==> src/assert_macros.svh <==
// Assertion helpers shared by the RTL.
`ifndef ASSERT_MACROS_SVH
`define ASSERT_MACROS_SVH

// Same-cycle implication, checked out of reset.
`define TEBM_ASSERT_IMP(label, clk, rstn, ante, cons, msg) \
    label: assert property (@(posedge clk) disable iff (!rstn) (ante) |-> (cons)) \
        else $error(msg);

// Next-cycle implication, checked out of reset.
`define TEBM_ASSERT_NXT(label, clk, rstn, ante, cons, msg) \
    label: assert property (@(posedge clk) disable iff (!rstn) (ante) |=> (cons)) \
        else $error(msg);

`endif

==> src/tebm_pkg.sv <==
package tebm_pkg;

    localparam int TILE_W     = 4;
    localparam int TILE_COUNT = 10;
    localparam logic [TILE_W-1:0] LAST_TILE = TILE_W'(TILE_COUNT - 1);

    // one side scores at most 1000, four sides at most 4000
    localparam int SIDE_W  = 10;
    localparam int SCORE_W = 12;

    localparam logic [SIDE_W-1:0] FULL_EXACT    = 10'd1000;
    localparam logic [SIDE_W-1:0] FULL_PER_BIT  = 10'd6;
    localparam logic [SIDE_W-1:0] SOLID_EXACT   = 10'd500;
    localparam logic [SIDE_W-1:0] SOLID_PER_BIT = 10'd3;
    localparam logic [SIDE_W-1:0] OTHER_EXACT   = 10'd100;
    localparam logic [SIDE_W-1:0] OTHER_PER_BIT = 10'd1;

    localparam logic [3:0] NIBBLE_ONES  = 4'b1111;
    localparam logic [3:0] NIBBLE_ZEROS = 4'b0000;

    typedef logic [3:0] edge_t;
    // index 0 north, 1 east, 2 south, 3 west
    typedef edge_t [3:0] orient_t;
    typedef logic [3:0][7:0] code_set_t;

    function automatic orient_t tile_shape(input logic [TILE_W-1:0] idx);
        orient_t s;
        unique case (idx)
            4'd0:    s = {4'hF, 4'h3, 4'h0, 4'hC};
            4'd1:    s = {4'h3, 4'h0, 4'h0, 4'hC};
            4'd2:    s = {4'hF, 4'h3, 4'hC, 4'hF};
            4'd3:    s = {4'h7, 4'h0, 4'h0, 4'hE};
            4'd4:    s = {4'h7, 4'h0, 4'hC, 4'hF};
            4'd5:    s = {4'h3, 4'h0, 4'hE, 4'hF};
            4'd6:    s = {4'h3, 4'h0, 4'h8, 4'hF};
            4'd7:    s = {4'h1, 4'h0, 4'hC, 4'hF};
            4'd8:    s = {4'h1, 4'h0, 4'h0, 4'h8};
            4'd9:    s = {4'hF, 4'h7, 4'hE, 4'hF};
            default: s = '0;
        endcase
        return s;
    endfunction

endpackage

==> src/tebm_score.sv <==
module tebm_score (
    input  tebm_pkg::orient_t            orient,
    input  tebm_pkg::code_set_t          codes,
    output logic [tebm_pkg::SCORE_W-1:0] total
);
    import tebm_pkg::*;

    function automatic logic [SIDE_W-1:0] side_score(input edge_t mine, input logic [7:0] nb);
        edge_t             agree;
        logic [2:0]        cnt;
        logic [SIDE_W-1:0] res;
        agree = ~(mine ^ nb[3:0]);
        cnt   = 3'(agree[0]) + 3'(agree[1]) + 3'(agree[2]) + 3'(agree[3]);
        if (nb[7:4] == NIBBLE_ONES) begin
            res = (agree == NIBBLE_ONES) ? FULL_EXACT : SIDE_W'(cnt) * FULL_PER_BIT;
        end else if (nb[3:0] == NIBBLE_ONES || nb[3:0] == NIBBLE_ZEROS) begin
            res = (agree == NIBBLE_ONES) ? SOLID_EXACT : SIDE_W'(cnt) * SOLID_PER_BIT;
        end else begin
            res = (agree == NIBBLE_ONES) ? OTHER_EXACT : SIDE_W'(cnt) * OTHER_PER_BIT;
        end
        return res;
    endfunction

    always_comb begin
        total = '0;
        for (int k = 0; k < 4; k++) begin
            total = total + SCORE_W'(side_score(orient[k], codes[k]));
        end
    end

endmodule

==> src/tile_edge_best_match_core.sv <==
// tile_edge_best_match_core
//
// Picks the tile shape and orientation that best fits four neighbor edge
// codes. The input channel (s_valid/s_ready) carries one item of four 8-bit
// codes; the result channel (m_valid/m_ready) returns tile index, rotation
// and flip flag, one result item per input item.
//
// Sequencing: the sequencer scores one of 80 orientations per cycle through a
// single score unit (10 tiles x 2 flips x 4 turns), then loads the output
// register with the corner fixup applied once the output is free.
// s_ready is high only while idle, so no new item is taken while a search runs.
//
// The result sits in an output register. A new item may be accepted while
// a result still waits; if the receiver is still stalled when the next
// search ends, the block holds in its final state until the output frees.
//
// Reset (aresetn, synchronous, active low) returns to idle and drops m_valid.
`include "assert_macros.svh"

module tile_edge_best_match_core (
    input  logic       aclk,
    input  logic       aresetn,
    input  logic       s_valid,
    output logic       s_ready,
    input  logic [7:0] s_north_code,
    input  logic [7:0] s_east_code,
    input  logic [7:0] s_south_code,
    input  logic [7:0] s_west_code,
    output logic       m_valid,
    input  logic       m_ready,
    output logic [tebm_pkg::TILE_W-1:0] m_tile_index,
    output logic [1:0] m_rotation,
    output logic       m_flip_flag
);
    import tebm_pkg::*;

    localparam logic [1:0] ST_IDLE = 2'd0;
    localparam logic [1:0] ST_RUN  = 2'd1;
    localparam logic [1:0] ST_DONE = 2'd2;

    logic [1:0] state_reg, state_next;

    // search position
    logic [TILE_W-1:0] tile_reg, tile_next;
    logic              pass_reg, pass_next;
    logic [1:0]        turn_reg, turn_next;
    orient_t           cur_reg, cur_next;
    code_set_t         codes_reg, codes_next;

    // running best
    logic [SCORE_W-1:0] best_reg, best_next;
    logic [TILE_W-1:0]  best_tile_reg, best_tile_next;
    logic [1:0]         best_rot_reg, best_rot_next;
    logic               best_flag_reg, best_flag_next;
    logic               first_reg, first_next;

    // output register
    logic              m_valid_reg, m_valid_next;
    logic [TILE_W-1:0] out_tile_reg, out_tile_next;
    logic [1:0]        out_rot_reg, out_rot_next;
    logic              out_flag_reg, out_flag_next;

    logic [SCORE_W-1:0] total;
    logic               take;
    logic               out_free;
    logic               corner;
    orient_t            rot_cur;

    function automatic edge_t mirror4(input edge_t v);
        return {v[0], v[1], v[2], v[3]};
    endfunction

    tebm_score u_score (
        .orient (cur_reg),
        .codes  (codes_reg),
        .total  (total)
    );

    assign s_ready  = (state_reg == ST_IDLE);
    assign out_free = !m_valid_reg || m_ready;
    assign take     = first_reg || (total > best_reg);

    // quarter turn: west to north, north to east, east to south, south to west
    assign rot_cur = {cur_reg[2], cur_reg[1], cur_reg[0], cur_reg[3]};

    // flagged corner tiles get one extra quarter turn
    assign corner = best_flag_reg &&
                    (best_tile_reg == 4'd1 || best_tile_reg == 4'd3 || best_tile_reg == 4'd9);

    always_comb begin
        state_next     = state_reg;
        tile_next      = tile_reg;
        pass_next      = pass_reg;
        turn_next      = turn_reg;
        cur_next       = cur_reg;
        codes_next     = codes_reg;
        best_next      = best_reg;
        best_tile_next = best_tile_reg;
        best_rot_next  = best_rot_reg;
        best_flag_next = best_flag_reg;
        first_next     = first_reg;
        m_valid_next   = m_valid_reg && !m_ready;
        out_tile_next  = out_tile_reg;
        out_rot_next   = out_rot_reg;
        out_flag_next  = out_flag_reg;

        unique case (state_reg)
            ST_IDLE: begin
                if (s_valid) begin
                    codes_next = {s_west_code, s_south_code, s_east_code, s_north_code};
                    tile_next  = '0;
                    pass_next  = 1'b0;
                    turn_next  = '0;
                    cur_next   = tile_shape('0);
                    first_next = 1'b1;
                    state_next = ST_RUN;
                end
            end
            ST_RUN: begin
                if (take) begin
                    best_next      = total;
                    best_tile_next = tile_reg;
                    best_rot_next  = turn_reg;
                    best_flag_next = pass_reg ^ tile_reg[0];
                end
                first_next = 1'b0;
                turn_next  = turn_reg + 2'd1;
                if (turn_reg != 2'd3) begin
                    cur_next = rot_cur;
                end else if (!pass_reg) begin
                    // four turns bring the shape home; now X flip it
                    pass_next   = 1'b1;
                    cur_next[0] = mirror4(rot_cur[2]);
                    cur_next[2] = mirror4(rot_cur[0]);
                    cur_next[1] = mirror4(rot_cur[1]);
                    cur_next[3] = mirror4(rot_cur[3]);
                end else if (tile_reg == LAST_TILE) begin
                    state_next = ST_DONE;
                end else begin
                    pass_next = 1'b0;
                    tile_next = tile_reg + TILE_W'(1);
                    cur_next  = tile_shape(tile_reg + TILE_W'(1));
                end
            end
            ST_DONE: begin
                if (out_free) begin
                    m_valid_next  = 1'b1;
                    out_tile_next = best_tile_reg;
                    out_rot_next  = best_rot_reg + 2'(corner);
                    out_flag_next = best_flag_reg;
                    state_next    = ST_IDLE;
                end
            end
            default: begin
                state_next = ST_IDLE;
            end
        endcase
    end

    always_ff @(posedge aclk) begin
        if (!aresetn) begin
            state_reg   <= ST_IDLE;
            m_valid_reg <= 1'b0;
            first_reg   <= 1'b1;
        end else begin
            state_reg   <= state_next;
            m_valid_reg <= m_valid_next;
            first_reg   <= first_next;
        end
    end

    always_ff @(posedge aclk) begin
        tile_reg      <= tile_next;
        pass_reg      <= pass_next;
        turn_reg      <= turn_next;
        cur_reg       <= cur_next;
        codes_reg     <= codes_next;
        best_reg      <= best_next;
        best_tile_reg <= best_tile_next;
        best_rot_reg  <= best_rot_next;
        best_flag_reg <= best_flag_next;
        out_tile_reg  <= out_tile_next;
        out_rot_reg   <= out_rot_next;
        out_flag_reg  <= out_flag_next;
    end

    assign m_valid      = m_valid_reg;
    assign m_tile_index = out_tile_reg;
    assign m_rotation   = out_rot_reg;
    assign m_flip_flag  = out_flag_reg;

    // search never walks past the last tile
    `TEBM_ASSERT_IMP(a_tile_range, aclk, aresetn, state_reg == ST_RUN, tile_reg <= LAST_TILE, "tile counter out of range")
    // an accepted item starts the search at the first orientation
    `TEBM_ASSERT_NXT(a_start, aclk, aresetn, s_valid && s_ready, state_reg == ST_RUN && tile_reg == '0 && first_reg, "search did not start cleanly")
    // a finished search with a free output always presents a result
    `TEBM_ASSERT_NXT(a_deliver, aclk, aresetn, state_reg == ST_DONE && out_free, m_valid && state_reg == ST_IDLE, "finished search not delivered")
    // a shown result names a real tile
    `TEBM_ASSERT_IMP(a_out_tile, aclk, aresetn, m_valid, m_tile_index <= LAST_TILE, "result tile out of range")

endmodule

==> config.mk <==
export PLATFORM = sky130hd
export DESIGN_NAME = tile_edge_best_match_core
export DESIGN_NICKNAME = d
export VERILOG_FILES = /design/src/tebm_pkg.sv /design/src/tebm_score.sv /design/src/tile_edge_best_match_core.sv
export VERILOG_INCLUDE_DIRS = /design/src /design/src/src
export SDC_FILE = /design/constraint.sdc
export NUM_CORES = 1
export LEC_CHECK = 0
export ABC_AREA = 1
export BUFFER_PORTS_ARGS = -buffer_cell sky130_fd_sc_hd__buf_4
export CELL_PAD_IN_SITES_DETAIL_PLACEMENT = 1
export CELL_PAD_IN_SITES_GLOBAL_PLACEMENT = 1
export CORE_MARGIN = 2
export CORE_UTILIZATION = 51
export DETAILED_ROUTE_END_ITERATION = 8
export GPL_TIMING_DRIVEN = 0
export PLACE_DENSITY = 0.89
export SKIP_CTS_REPAIR_TIMING = 1
export SLEW_MARGIN = 5
export SYNTH_ARGS = -nofsm -noshare
export SYNTH_HDL_FRONTEND = slang
export SYNTH_HIERARCHICAL = 1
export SYNTH_SLANG_ARGS = --single-unit
==> constraint.sdc <==
create_clock -name aclk -period 19.4 [get_ports aclk]
set_clock_uncertainty 0.05 [all_clocks]
set_input_delay 0.97 -clock aclk [delete_from_list [all_inputs] [get_ports aclk]]
set_output_delay 0.97 -clock aclk [all_outputs]
set_load 0.01 [all_outputs]
==> reports/metrics.cfg, run 1 <==
[yosys]
ys_ff_latch = 85
ys_warn_count = 6
syn_inst = 651
syn_area_sq_um = 5910
yosysUniqueCellTypes = 39
synth_nets = 758
synth_seq_area_share_pct = 42.5
synth_area_per_cell_sq_um = 9.08

[detailed_routing]
detail-route-antenna-nets = 0
met2_length_mm = 8.05
wl_mm = 15.4
via_count = 4659
vias_per_cell = 5.44
drc = 0
drtIter0Drc = 229
met1Wirelength_mm = 6.13
met3WireLength_microns = 595
first_pass_iters = 5
highest_layer = met4
post_drt_wl_per_cell_microns = 17.9

[sta]
worst_pin_slew_ps = 1130
setup_violations = 0
fmax_mhz = 142
slew_headroom_pct = 24.2
hold_violations = 0
rsz0062_at_grt = no
period_share_pct = 36.3
fin_setup_tns_ps = 0
min_period_ps = 7050
final_max_slew_viol_count = 0

[grt]
grt_use_total_pct = 26.4
gr-total-overflow = 0
antenna_found_initial = 0
grt_pass1_vias = 5264
grt_max_degree = 33
grt_pass1_wl_mm = 25.7

[finish]
mostFrequentLayoutCells = 183 x nand2_1, 114 x inv_1, 81 x edfxtp_1, 45 x nor2_1, 45 x buf_4
nets = 815
stdcell_count = 856
diodes = 0
final_common_cell = nand2_1
synthToLayoutAreaGrowth_pct = 14.2
utilization_pct = 59.4
largest_reg_flops = 32
post_route_cells_drive_above_1_share_pct = 14.2

[clock_tree]
cts_tree = built
cts_sinks = 85
clk_pin_slew_worst_paths_ps = 70
cts_max_level = 3
cts_buffer_depth = 2
cts_root_buffer = clkbuf_16
numCtsBuffers = 9
clk-insertion-delay-late_ps = 360

[power_and_ir_drop]
power_w = 0.000804
power_density_nw_per_um2 = 119
ir_drop_uv = 85.5
power_leakage_nw = 3.33

[placement]
gp_congestion = 0.826
hpwl_mm = 11.7
dp.cells = 840
port_buffers = 44

[worst_setup_path]
critical_path.max_fanout = 12
end_kind = flop
slowest_stage = fa_1
crit_arrival_ps = 7070
crit_top_cell = nand2_1
crit_type = flop to flop
startpoint_type = flop
required_ps = 19410
slowest_delay_ps = 570

[outcome]
status = finished clean

[floorplanning]
die_area_sq_um = 12500
initial_core_util_pct = 52.0
rows = 39
die_w_microns = 112
core_area_sq_um = 11400
die_h_microns = 112
ios = 45

[hold_path]
hp-class = flop to flop

[flow_run]
maxCapViolCount = 0

[logic make-up after synthesis]
| family | synth area share, % |
|---|---|
| AO/OA/AOI/OAI | 6.08 |
| XOR/XNOR | 2.50 |
| adder cells (fa/ha/maj) | 18.8 |
| buffers and inverters | 8.47 |
| flip-flops | 42.5 |
| AND/OR/NAND/NOR | 21.6 |
[report_power, final]
| part | internal (W) | total (W) | switching, W |
|---|---|---|---|
| logic | 0.000145 | 0.000381 | 0.000236 |
| registers | 0.000234 | 0.000247 | 0.0000125 |
| clock network | 0.000100 | 0.000176 | 0.0000761 |
[critical path: cells and delay by family (launching register included)]
family / cells / cell delay [ps]
buf+inv: 7 / 600
xor+xnor: 1 / 310
fa+ha+maj: 8 / 3460
simple gates: 15 / 1380
compound gates: 1 / 450
flops: 1 / 490
[per-stage QoR]
stage	hold WS, ps	worst slack, ps	instance area, sq um
5_1_grt	427	11910	6750
2_1_floorplan	376	12900	5910
3_3_place_gp	387	12070	6420
4_1_cts	409	12320	6750
6_report	411	12350	6750
3_5_place_dp	388	12540	6450
[area by class of cell]
class	count	area [sq um]
Clock inverter	7	72.6
Clock buffer	9	225
Timing Repair Buffer	46	353
Fill cell	1310	4620
Sequential cell	85	2510
Multi-Input combinational cell	437	2910
Tap cell	143	179
Inverter	126	473
Buffer	3	27.5
[path summary, 6_finish.rpt]
kind | from | depth (start not counted) | slack, ps | end
max reg2reg | cur_reg[1] | 32 | 12350 | best_reg[9]
min reg2reg | best_tile_reg[1] | 0 | 410 | m_tile_index[1]
max | cur_reg[1] | 32 | 12350 | best_reg[9]
min | best_tile_reg[1] | 0 | 410 | m_tile_index[1]
[routing by layer]
metal | vias up | track usage, %
met5 | - | 0
met4 | 0 | 13.6
met2 | 122 | 47.0
li1 | 2191 | -
met3 | 44 | 5.77
met1 | 2302 | 29.8
[cell usage after synthesis (all sizes together)]
library cell,n,area share [%]
nor2,51,4.1
o22ai,1,0.11
o21ai,24,2.5
buf,3,0.47
nand3b,3,0.38
xnor2,6,1.0
fa,30,10
dfxtp,4,1.4
a21oi,28,2.4
nand3,29,2.8
nand4,9,1.2
edfxtp,81,41
o21bai,2,0.25
nand2,191,13
nor4,1,0.21
inv,126,8.0
ha,41,8.7
nor3,3,0.25
xor2,10,1.5
a21o,2,0.25
or2,1,0.11
o211ai,2,0.25
a211oi,1,0.13
a31oi,1,0.11
o21a,1,0.13
No activity file was read; power rests on OpenSTA's default activity.
==> run 2, diff against run 1 <==
--- a/config.mk
+++ b/config.mk
@@ -11,10 +11,10 @@
 export CELL_PAD_IN_SITES_DETAIL_PLACEMENT = 1
 export CELL_PAD_IN_SITES_GLOBAL_PLACEMENT = 1
 export CORE_MARGIN = 2
-export CORE_UTILIZATION = 51
+export CORE_UTILIZATION = 43
 export DETAILED_ROUTE_END_ITERATION = 8
 export GPL_TIMING_DRIVEN = 0
-export PLACE_DENSITY = 0.89
+export PLACE_DENSITY = 0.81
 export SKIP_CTS_REPAIR_TIMING = 1
 export SLEW_MARGIN = 5
 export SYNTH_ARGS = -nofsm -noshare
==> constraint.sdc (replaced) <==
create_clock -name aclk -period 6 [get_ports aclk]
set_clock_uncertainty 0.05 [all_clocks]
set_input_delay 0.3 -clock aclk [delete_from_list [all_inputs] [get_ports aclk]]
set_output_delay 0.3 -clock aclk [all_outputs]
set_load 0.01 [all_outputs]
==> run 2 against run 1 <==
The flow now finishes with violations (setup timing). Worst setup slack got worse by 12000 ps. Non-clock buffer count increased by 11. Register-to-register slack got worse by 12000 ps. Sequential power increased to 3.2 times the previous value. Highest routed layer unchanged. Clock power rose to 3.2 times the previous value. Largest power group unchanged. Design area is 5.2% higher. Critical path depth did not move. Critical path type unchanged.
==> reports/metrics.cfg, run 2 (synthesized netlist as in run 1, its figures left out) <==
[outcome]
status = finished, violations left
violations = setup timing

[power_and_ir_drop]
internal_power_w = 0.00160  ; +230%
pwr-share-seq_pct = 29.8  ; -0.9 points
power_leakage_nw = 3.42  ; +2.9%
power_density_nw_per_um2 = 377  ; +220%
clkPwrFrac_pct = 20.9  ; -1.0 points
combPwrFrac_pct = 49.3  ; +1.9 points
power.net_switching_w = 0.00108  ; +230%
swShare_pct = 40.2  ; -0.21 points
ir_drop_uv = 239  ; +180%

[finish]
synthToLayoutAreaGrowth_pct = 20.2
diodes = 0  ; unchanged
post_route_cells_drive_above_1_share_pct = 20.7  ; +6.6 points
utilization_pct = 53.2  ; -6.1 points
stdcell_count = 900  ; +5.1%
final_common_cell = nand2_1
nets = 826  ; +1.3%
mostFrequentLayoutCells = 169 x nand2_1, 110 x inv_1, 81 x edfxtp_1, 53 x buf_4, 44 x nor2_1
largest_reg_flops = 32  ; unchanged

[clock_tree]
cts_buffer_depth = 2  ; unchanged
cts_root_buffer = clkbuf_16
clk_pin_slew_worst_paths_ps = 70  ; about the same
cts_max_level = 3  ; unchanged
cts_sinks = 85  ; unchanged
cts_tree = built
clk-insertion-delay-late_ps = 350  ; about the same
numCtsBuffers = 9  ; unchanged

[detailed_routing]
vias_per_cell = 4.97  ; -8.6%
drtIter0Drc = 239  ; +4.4%
post_drt_wl_per_cell_microns = 15.1  ; -16%
wl_mm = 13.6  ; -12%
via_count = 4475  ; -3.9%
first_pass_iters = 4  ; -1
drc = 0  ; unchanged
detail-route-antenna-nets = 0  ; unchanged

[sta]
worst_pin_slew_ps = 1110  ; -17.4 ps
min_period_ps = 6090  ; -962 ps
setup_violations = 19  ; +19
slew_headroom_pct = 25.3  ; +1.2 points
setup_ws_ps = -90.1  ; -12440 ps
final_max_slew_viol_count = 0  ; unchanged
rsz0062_at_grt = yes
fmax_mhz = 164  ; +16%
period_share_pct = 102  ; +65 points
hold_slack_ps = 65.2  ; -346 ps
hold_violations = 0  ; unchanged

[placement]
gp_congestion = 0.851  ; +3.1%
port_buffers = 44  ; unchanged
place_ws_ps = -848  ; -13390 ps
dp.cells = 872  ; +3.8%
hpwl_mm = 10.6  ; -9.3%

[worst_setup_path]
required_ps = 6030  ; -13380 ps
slowest_stage = fa_1
critical_path.max_fanout = 5  ; -7
crit_top_cell = inv_2
startpoint_type = flop
slowest_delay_ps = 560  ; about the same
end_kind = flop
crit_type = flop to flop
crit_arrival_ps = 6120  ; -950 ps

[floorplanning]
core_area_sq_um = 13300  ; +17%
die_h_microns = 121  ; +8.6%
ios = 45  ; unchanged
rows = 42  ; +7.7%
initial_core_util_pct = 44.3  ; -7.7 points
die_area_sq_um = 14700  ; +18%
die_w_microns = 121  ; +8.6%

[grt]
grt_pass1_vias = 4688  ; -11%
grt_max_degree = 33  ; unchanged
antenna_found_initial = 0  ; unchanged
gr-total-overflow = 0  ; unchanged
grt_pass1_wl_mm = 22.0  ; -14%
grt_use_total_pct = 19.3  ; -7.1 points

[hold_path]
hp-class = input port to flop

[flow_run]
maxCapViolCount = 0  ; unchanged

==> run 2: cell count changes in the layout (fill, tap and decap cells not counted), sizes merged <==
cell      before  now
bufinv         1    0
clkinv         3    2
clkbuf         9   10
clkinvlp       2    1
buf           49   59
inv          127  130
==> run 2: final timing paths <==
path	to	start	cells after the start	slack, ps
hold / removal	codes_reg[24]	s_west_code[0]	1	70
setup reg to reg	best_rot_reg[1]	cur_reg[11]	32	-90
hold reg to reg	m_tile_index[0]	best_tile_reg[0]	0	410
setup / recovery	best_rot_reg[1]	cur_reg[11]	32	-90
==> run 2: layer usage <==
metal	vias up	wire length, microns	GRT usage, %
met1	2169	5680	23.4
met2	72	7090	34.3
li1	2218	-	-
met3	16	585	3.81
met5	-	0	0
met4	0	206	6.75
==> run 2: area by class of cell <==
type | instances | area (sq um)
clock buffer | 9 | 225
fill | 1537 | 6240
clock inverter | 7 | 75.1
multi-input combinational | 437 | 3100
tap | 176 | 220
inverter | 126 | 473
buffer | 3 | 27.5
timing repair buffer | 57 | 465
sequential | 85 | 2510
==> run 2: per-stage QoR <==
stage / cell area [sq um] / power (W) / setup TNS (ps)
2_1_floorplan: 5920 / 0.00164 / 0
3_3_place_gp: 6470 / 0.00186 / -12430
3_5_place_dp: 6490 / 0.00196 / -16080
4_1_cts: 6790 / 0.00253 / -15920
5_1_grt: 7100 / 0.00293 / -6510
6_report: 7100 / 0.00268 / -1340
==> run 2: power groups by stage <==
stage | Sequential (W) | Clock (W) | Combinational [W]
final | 0.000797 | 0.000560 | 0.00132
after global routing | 0.000804 | 0.000590 | 0.00153
after CTS | 0.000797 | 0.000574 | 0.00116
after detailed placement | 0.000810 | 0 | 0.00115
after global placement | 0.000805 | 0 | 0.00106
after floorplan | 0.000794 | 0 | 0.000850
==> run 2: worst max-delay path: cells and delay by family, from the launching register on <==
family          cells  cell delay (ps)
compound gates      1              240
fa+ha+maj           8             3100
buf+inv             9              770
flops               1              440
simple gates       14             1240
==> run 3, diff against run 2 <==
==> constraint.sdc (replaced) <==
create_clock -name aclk -period 5.6 [get_ports aclk]
set_clock_uncertainty 0.05 [all_clocks]
set_input_delay 0.28 -clock aclk [delete_from_list [all_inputs] [get_ports aclk]]
set_output_delay 0.28 -clock aclk [all_outputs]
set_load 0.01 [all_outputs]
==> run 3 against run 2 <==
The flow still finishes with violations (setup timing). Design area increased by 1.5%. Sequential share of layout area decreased by 0.53 points. Clock power increased by 12%. Worst hold slack got worse by 20 ps. Die area unchanged. Sequential power increased by 7.7%. Routed wire length increased by 8.1%. Flip-flop and latch count unchanged. Largest cell class unchanged. Largest power group unchanged.
==> reports/metrics.cfg, run 3 (synthesized netlist as in run 1, its figures left out) <==
[grt]
grt_use_total_pct = 20.3  ; +0.94 points
grt_pass1_vias = 4787  ; +2.1%
gr-total-overflow = 0  ; unchanged
antenna_found_initial = 0  ; unchanged
grt_max_degree = 33  ; unchanged
grt_pass1_wl_mm = 22.7  ; +3.2%

[detailed_routing]
drtIter0Drc = 267  ; +12%
first_pass_iters = 4  ; unchanged
post_drt_wl_per_cell_microns = 16.2  ; +7.4%
wl_mm = 14.7  ; +8.1%
detail-route-antenna-nets = 0  ; unchanged
via_count = 4527  ; +1.2%
drc = 0  ; unchanged
vias_per_cell = 5.00  ; +0.49%

[finish]
stdcell_count = 906  ; +0.67%
post_route_cells_drive_above_1_share_pct = 22.6  ; +1.9 points
largest_reg_flops = 32  ; unchanged
mostFrequentLayoutCells = 169 x nand2_1, 107 x inv_1, 81 x edfxtp_1, 59 x buf_4, 44 x nor2_1
synthToLayoutAreaGrowth_pct = 22.0
nets = 832  ; +0.73%
fin_area_sq_um = 7210  ; +1.5%
diodes = 0  ; unchanged
num-fill-cells = 1540  ; +0.20%
utilization_pct = 54.0  ; +0.81 points
final_common_cell = nand2_1

[sta]
rsz0062_at_grt = yes
min_period_ps = 6000  ; -86.0 ps
hold_violations = 0  ; unchanged
setup_ws_ps = -404  ; -314 ps
period_share_pct = 107  ; +5.7 points
fmax_mhz = 167  ; +1.4%
setup_violations = 19  ; unchanged
slew_headroom_pct = 18.1  ; -7.3 points
hold_slack_ps = 45.3  ; -19.9 ps
final_max_slew_viol_count = 0  ; unchanged
worst_pin_slew_ps = 1230  ; +115 ps

[placement]
dp.cells = 872  ; unchanged
port_buffers = 44  ; unchanged
place_ws_ps = -833  ; +15.0 ps
hpwl_mm = 11.2  ; +4.7%
gp_congestion = 0.850  ; -0.16%
place_area_sq_um = 6560  ; +1.0%

[floorplanning]
initial_core_util_pct = 44.3  ; unchanged
die_area_sq_um = 14700  ; unchanged
die_h_microns = 121  ; unchanged
rows = 42  ; unchanged
die_w_microns = 121  ; unchanged
ios = 45  ; unchanged
core_area_sq_um = 13300  ; unchanged

[flow_run]
maxCapViolCount = 0  ; unchanged

[worst_setup_path]
r2r_cells = 30  ; -6.3%
crit_top_cell = fa_1
slowest_delay_ps = 550  ; about the same
crit_arrival_ps = 6030  ; -90 ps
slowest_stage = fa_1
end_kind = flop
r2r_slack_ps = -400  ; -310 ps
reg2reg_to = best_rot_reg[1]
timing.rr.start = cur_reg[3]
required_ps = 5630  ; -400 ps
startpoint_type = flop
critical_path.max_fanout = 5  ; unchanged
crit_type = flop to flop

[clock_tree]
clk-insertion-delay-late_ps = 350  ; about the same
cts_root_buffer = clkbuf_16
cts_sinks = 85  ; unchanged
cts_tree = built
cts_buffer_depth = 2  ; unchanged
clk_pin_slew_worst_paths_ps = 70  ; about the same
numCtsBuffers = 9  ; unchanged
cts_max_level = 3  ; unchanged

[outcome]
status = finished, violations left
violations = setup timing

[power_and_ir_drop]
power_leakage_nw = 3.48  ; +1.6%
ir_drop_uv = 209  ; -13%
power_density_nw_per_um2 = 418  ; +11%

[hold_path]
min_to = codes_reg[3]
whs_path_depth = 1  ; unchanged
hold_start = s_north_code[3]
hp-class = input port to flop

==> run 3: cell types whose count changed in the layout (fill, tap and decap cells not counted), moves of 3 or more <==
cell | previous run | this run
buf_4 | 53 | 59
ha_1 | 34 | 31
ha_4 | 6 | 9
inv_1 | 110 | 107
inv_2 | 15 | 19
==> run 3: worst max-delay path: cells and delay by family, from the launching register on <==
family                     cells  cell delay (ps)
xor gates and xnor gates       1              150
AOI/OAI and AO/OA              1              250
adders and majority gates      8             3140
and+or+nand+nor               11              880
buffers and inverters          9              800
DFF                            1              440
==> run 3: worst max path at each step <==
stage               start               to  slack [ps]
2_1_floorplan  cur_reg[9]    best_flag_reg         -40
3_3_place_gp   cur_reg[9]      best_reg[8]        -670
3_5_place_dp   cur_reg[9]     best_reg[10]        -830
4_1_cts        cur_reg[9]  best_rot_reg[0]        -810
5_1_grt        cur_reg[8]  best_rot_reg[1]        -690
6_report       cur_reg[3]  best_rot_reg[1]        -400
==> run 3: routing by layer <==
layer  track usage [%]  share of wire (%)
met2              36.9                 54
met3              4.46                3.6
met5                 0                  0
met4              5.89                1.1
met1              23.9                 42
==> run 3: layout make-up <==
| cell class | count | area (sq um) | area share, % |
|---|---|---|---|
| Clock inverter | 7 | 80.1 | 1.11 |
| Timing Repair Buffer | 63 | 510 | 7.08 |
| Tap cell | 176 | 220 | 3.05 |
| Sequential cell | 85 | 2510 | 34.8 |
| Inverter | 126 | 473 | 6.56 |
| Buffer | 3 | 27.5 | 0.382 |
| Multi-Input combinational cell | 437 | 3160 | 43.8 |
| Clock buffer | 9 | 225 | 3.12 |
==> run 3: power breakdown <==
part	total (W)	leakage [nW]	switching [W]	internal, W
registers	0.000858	0.807	0.0000465	0.000812
clock network	0.000628	0.148	0.000276	0.000352
logic	0.00153	2.52	0.000894	0.000631
==> run 3: metrics by stage <==
step	total power (W)	TNS (ps)
floorplan	0.00184	-754
detailed placement	0.00220	-15820
global route	0.00325	-12560
global placement	0.00208	-12690
finish	0.00301	-7120
CTS	0.00287	-15380
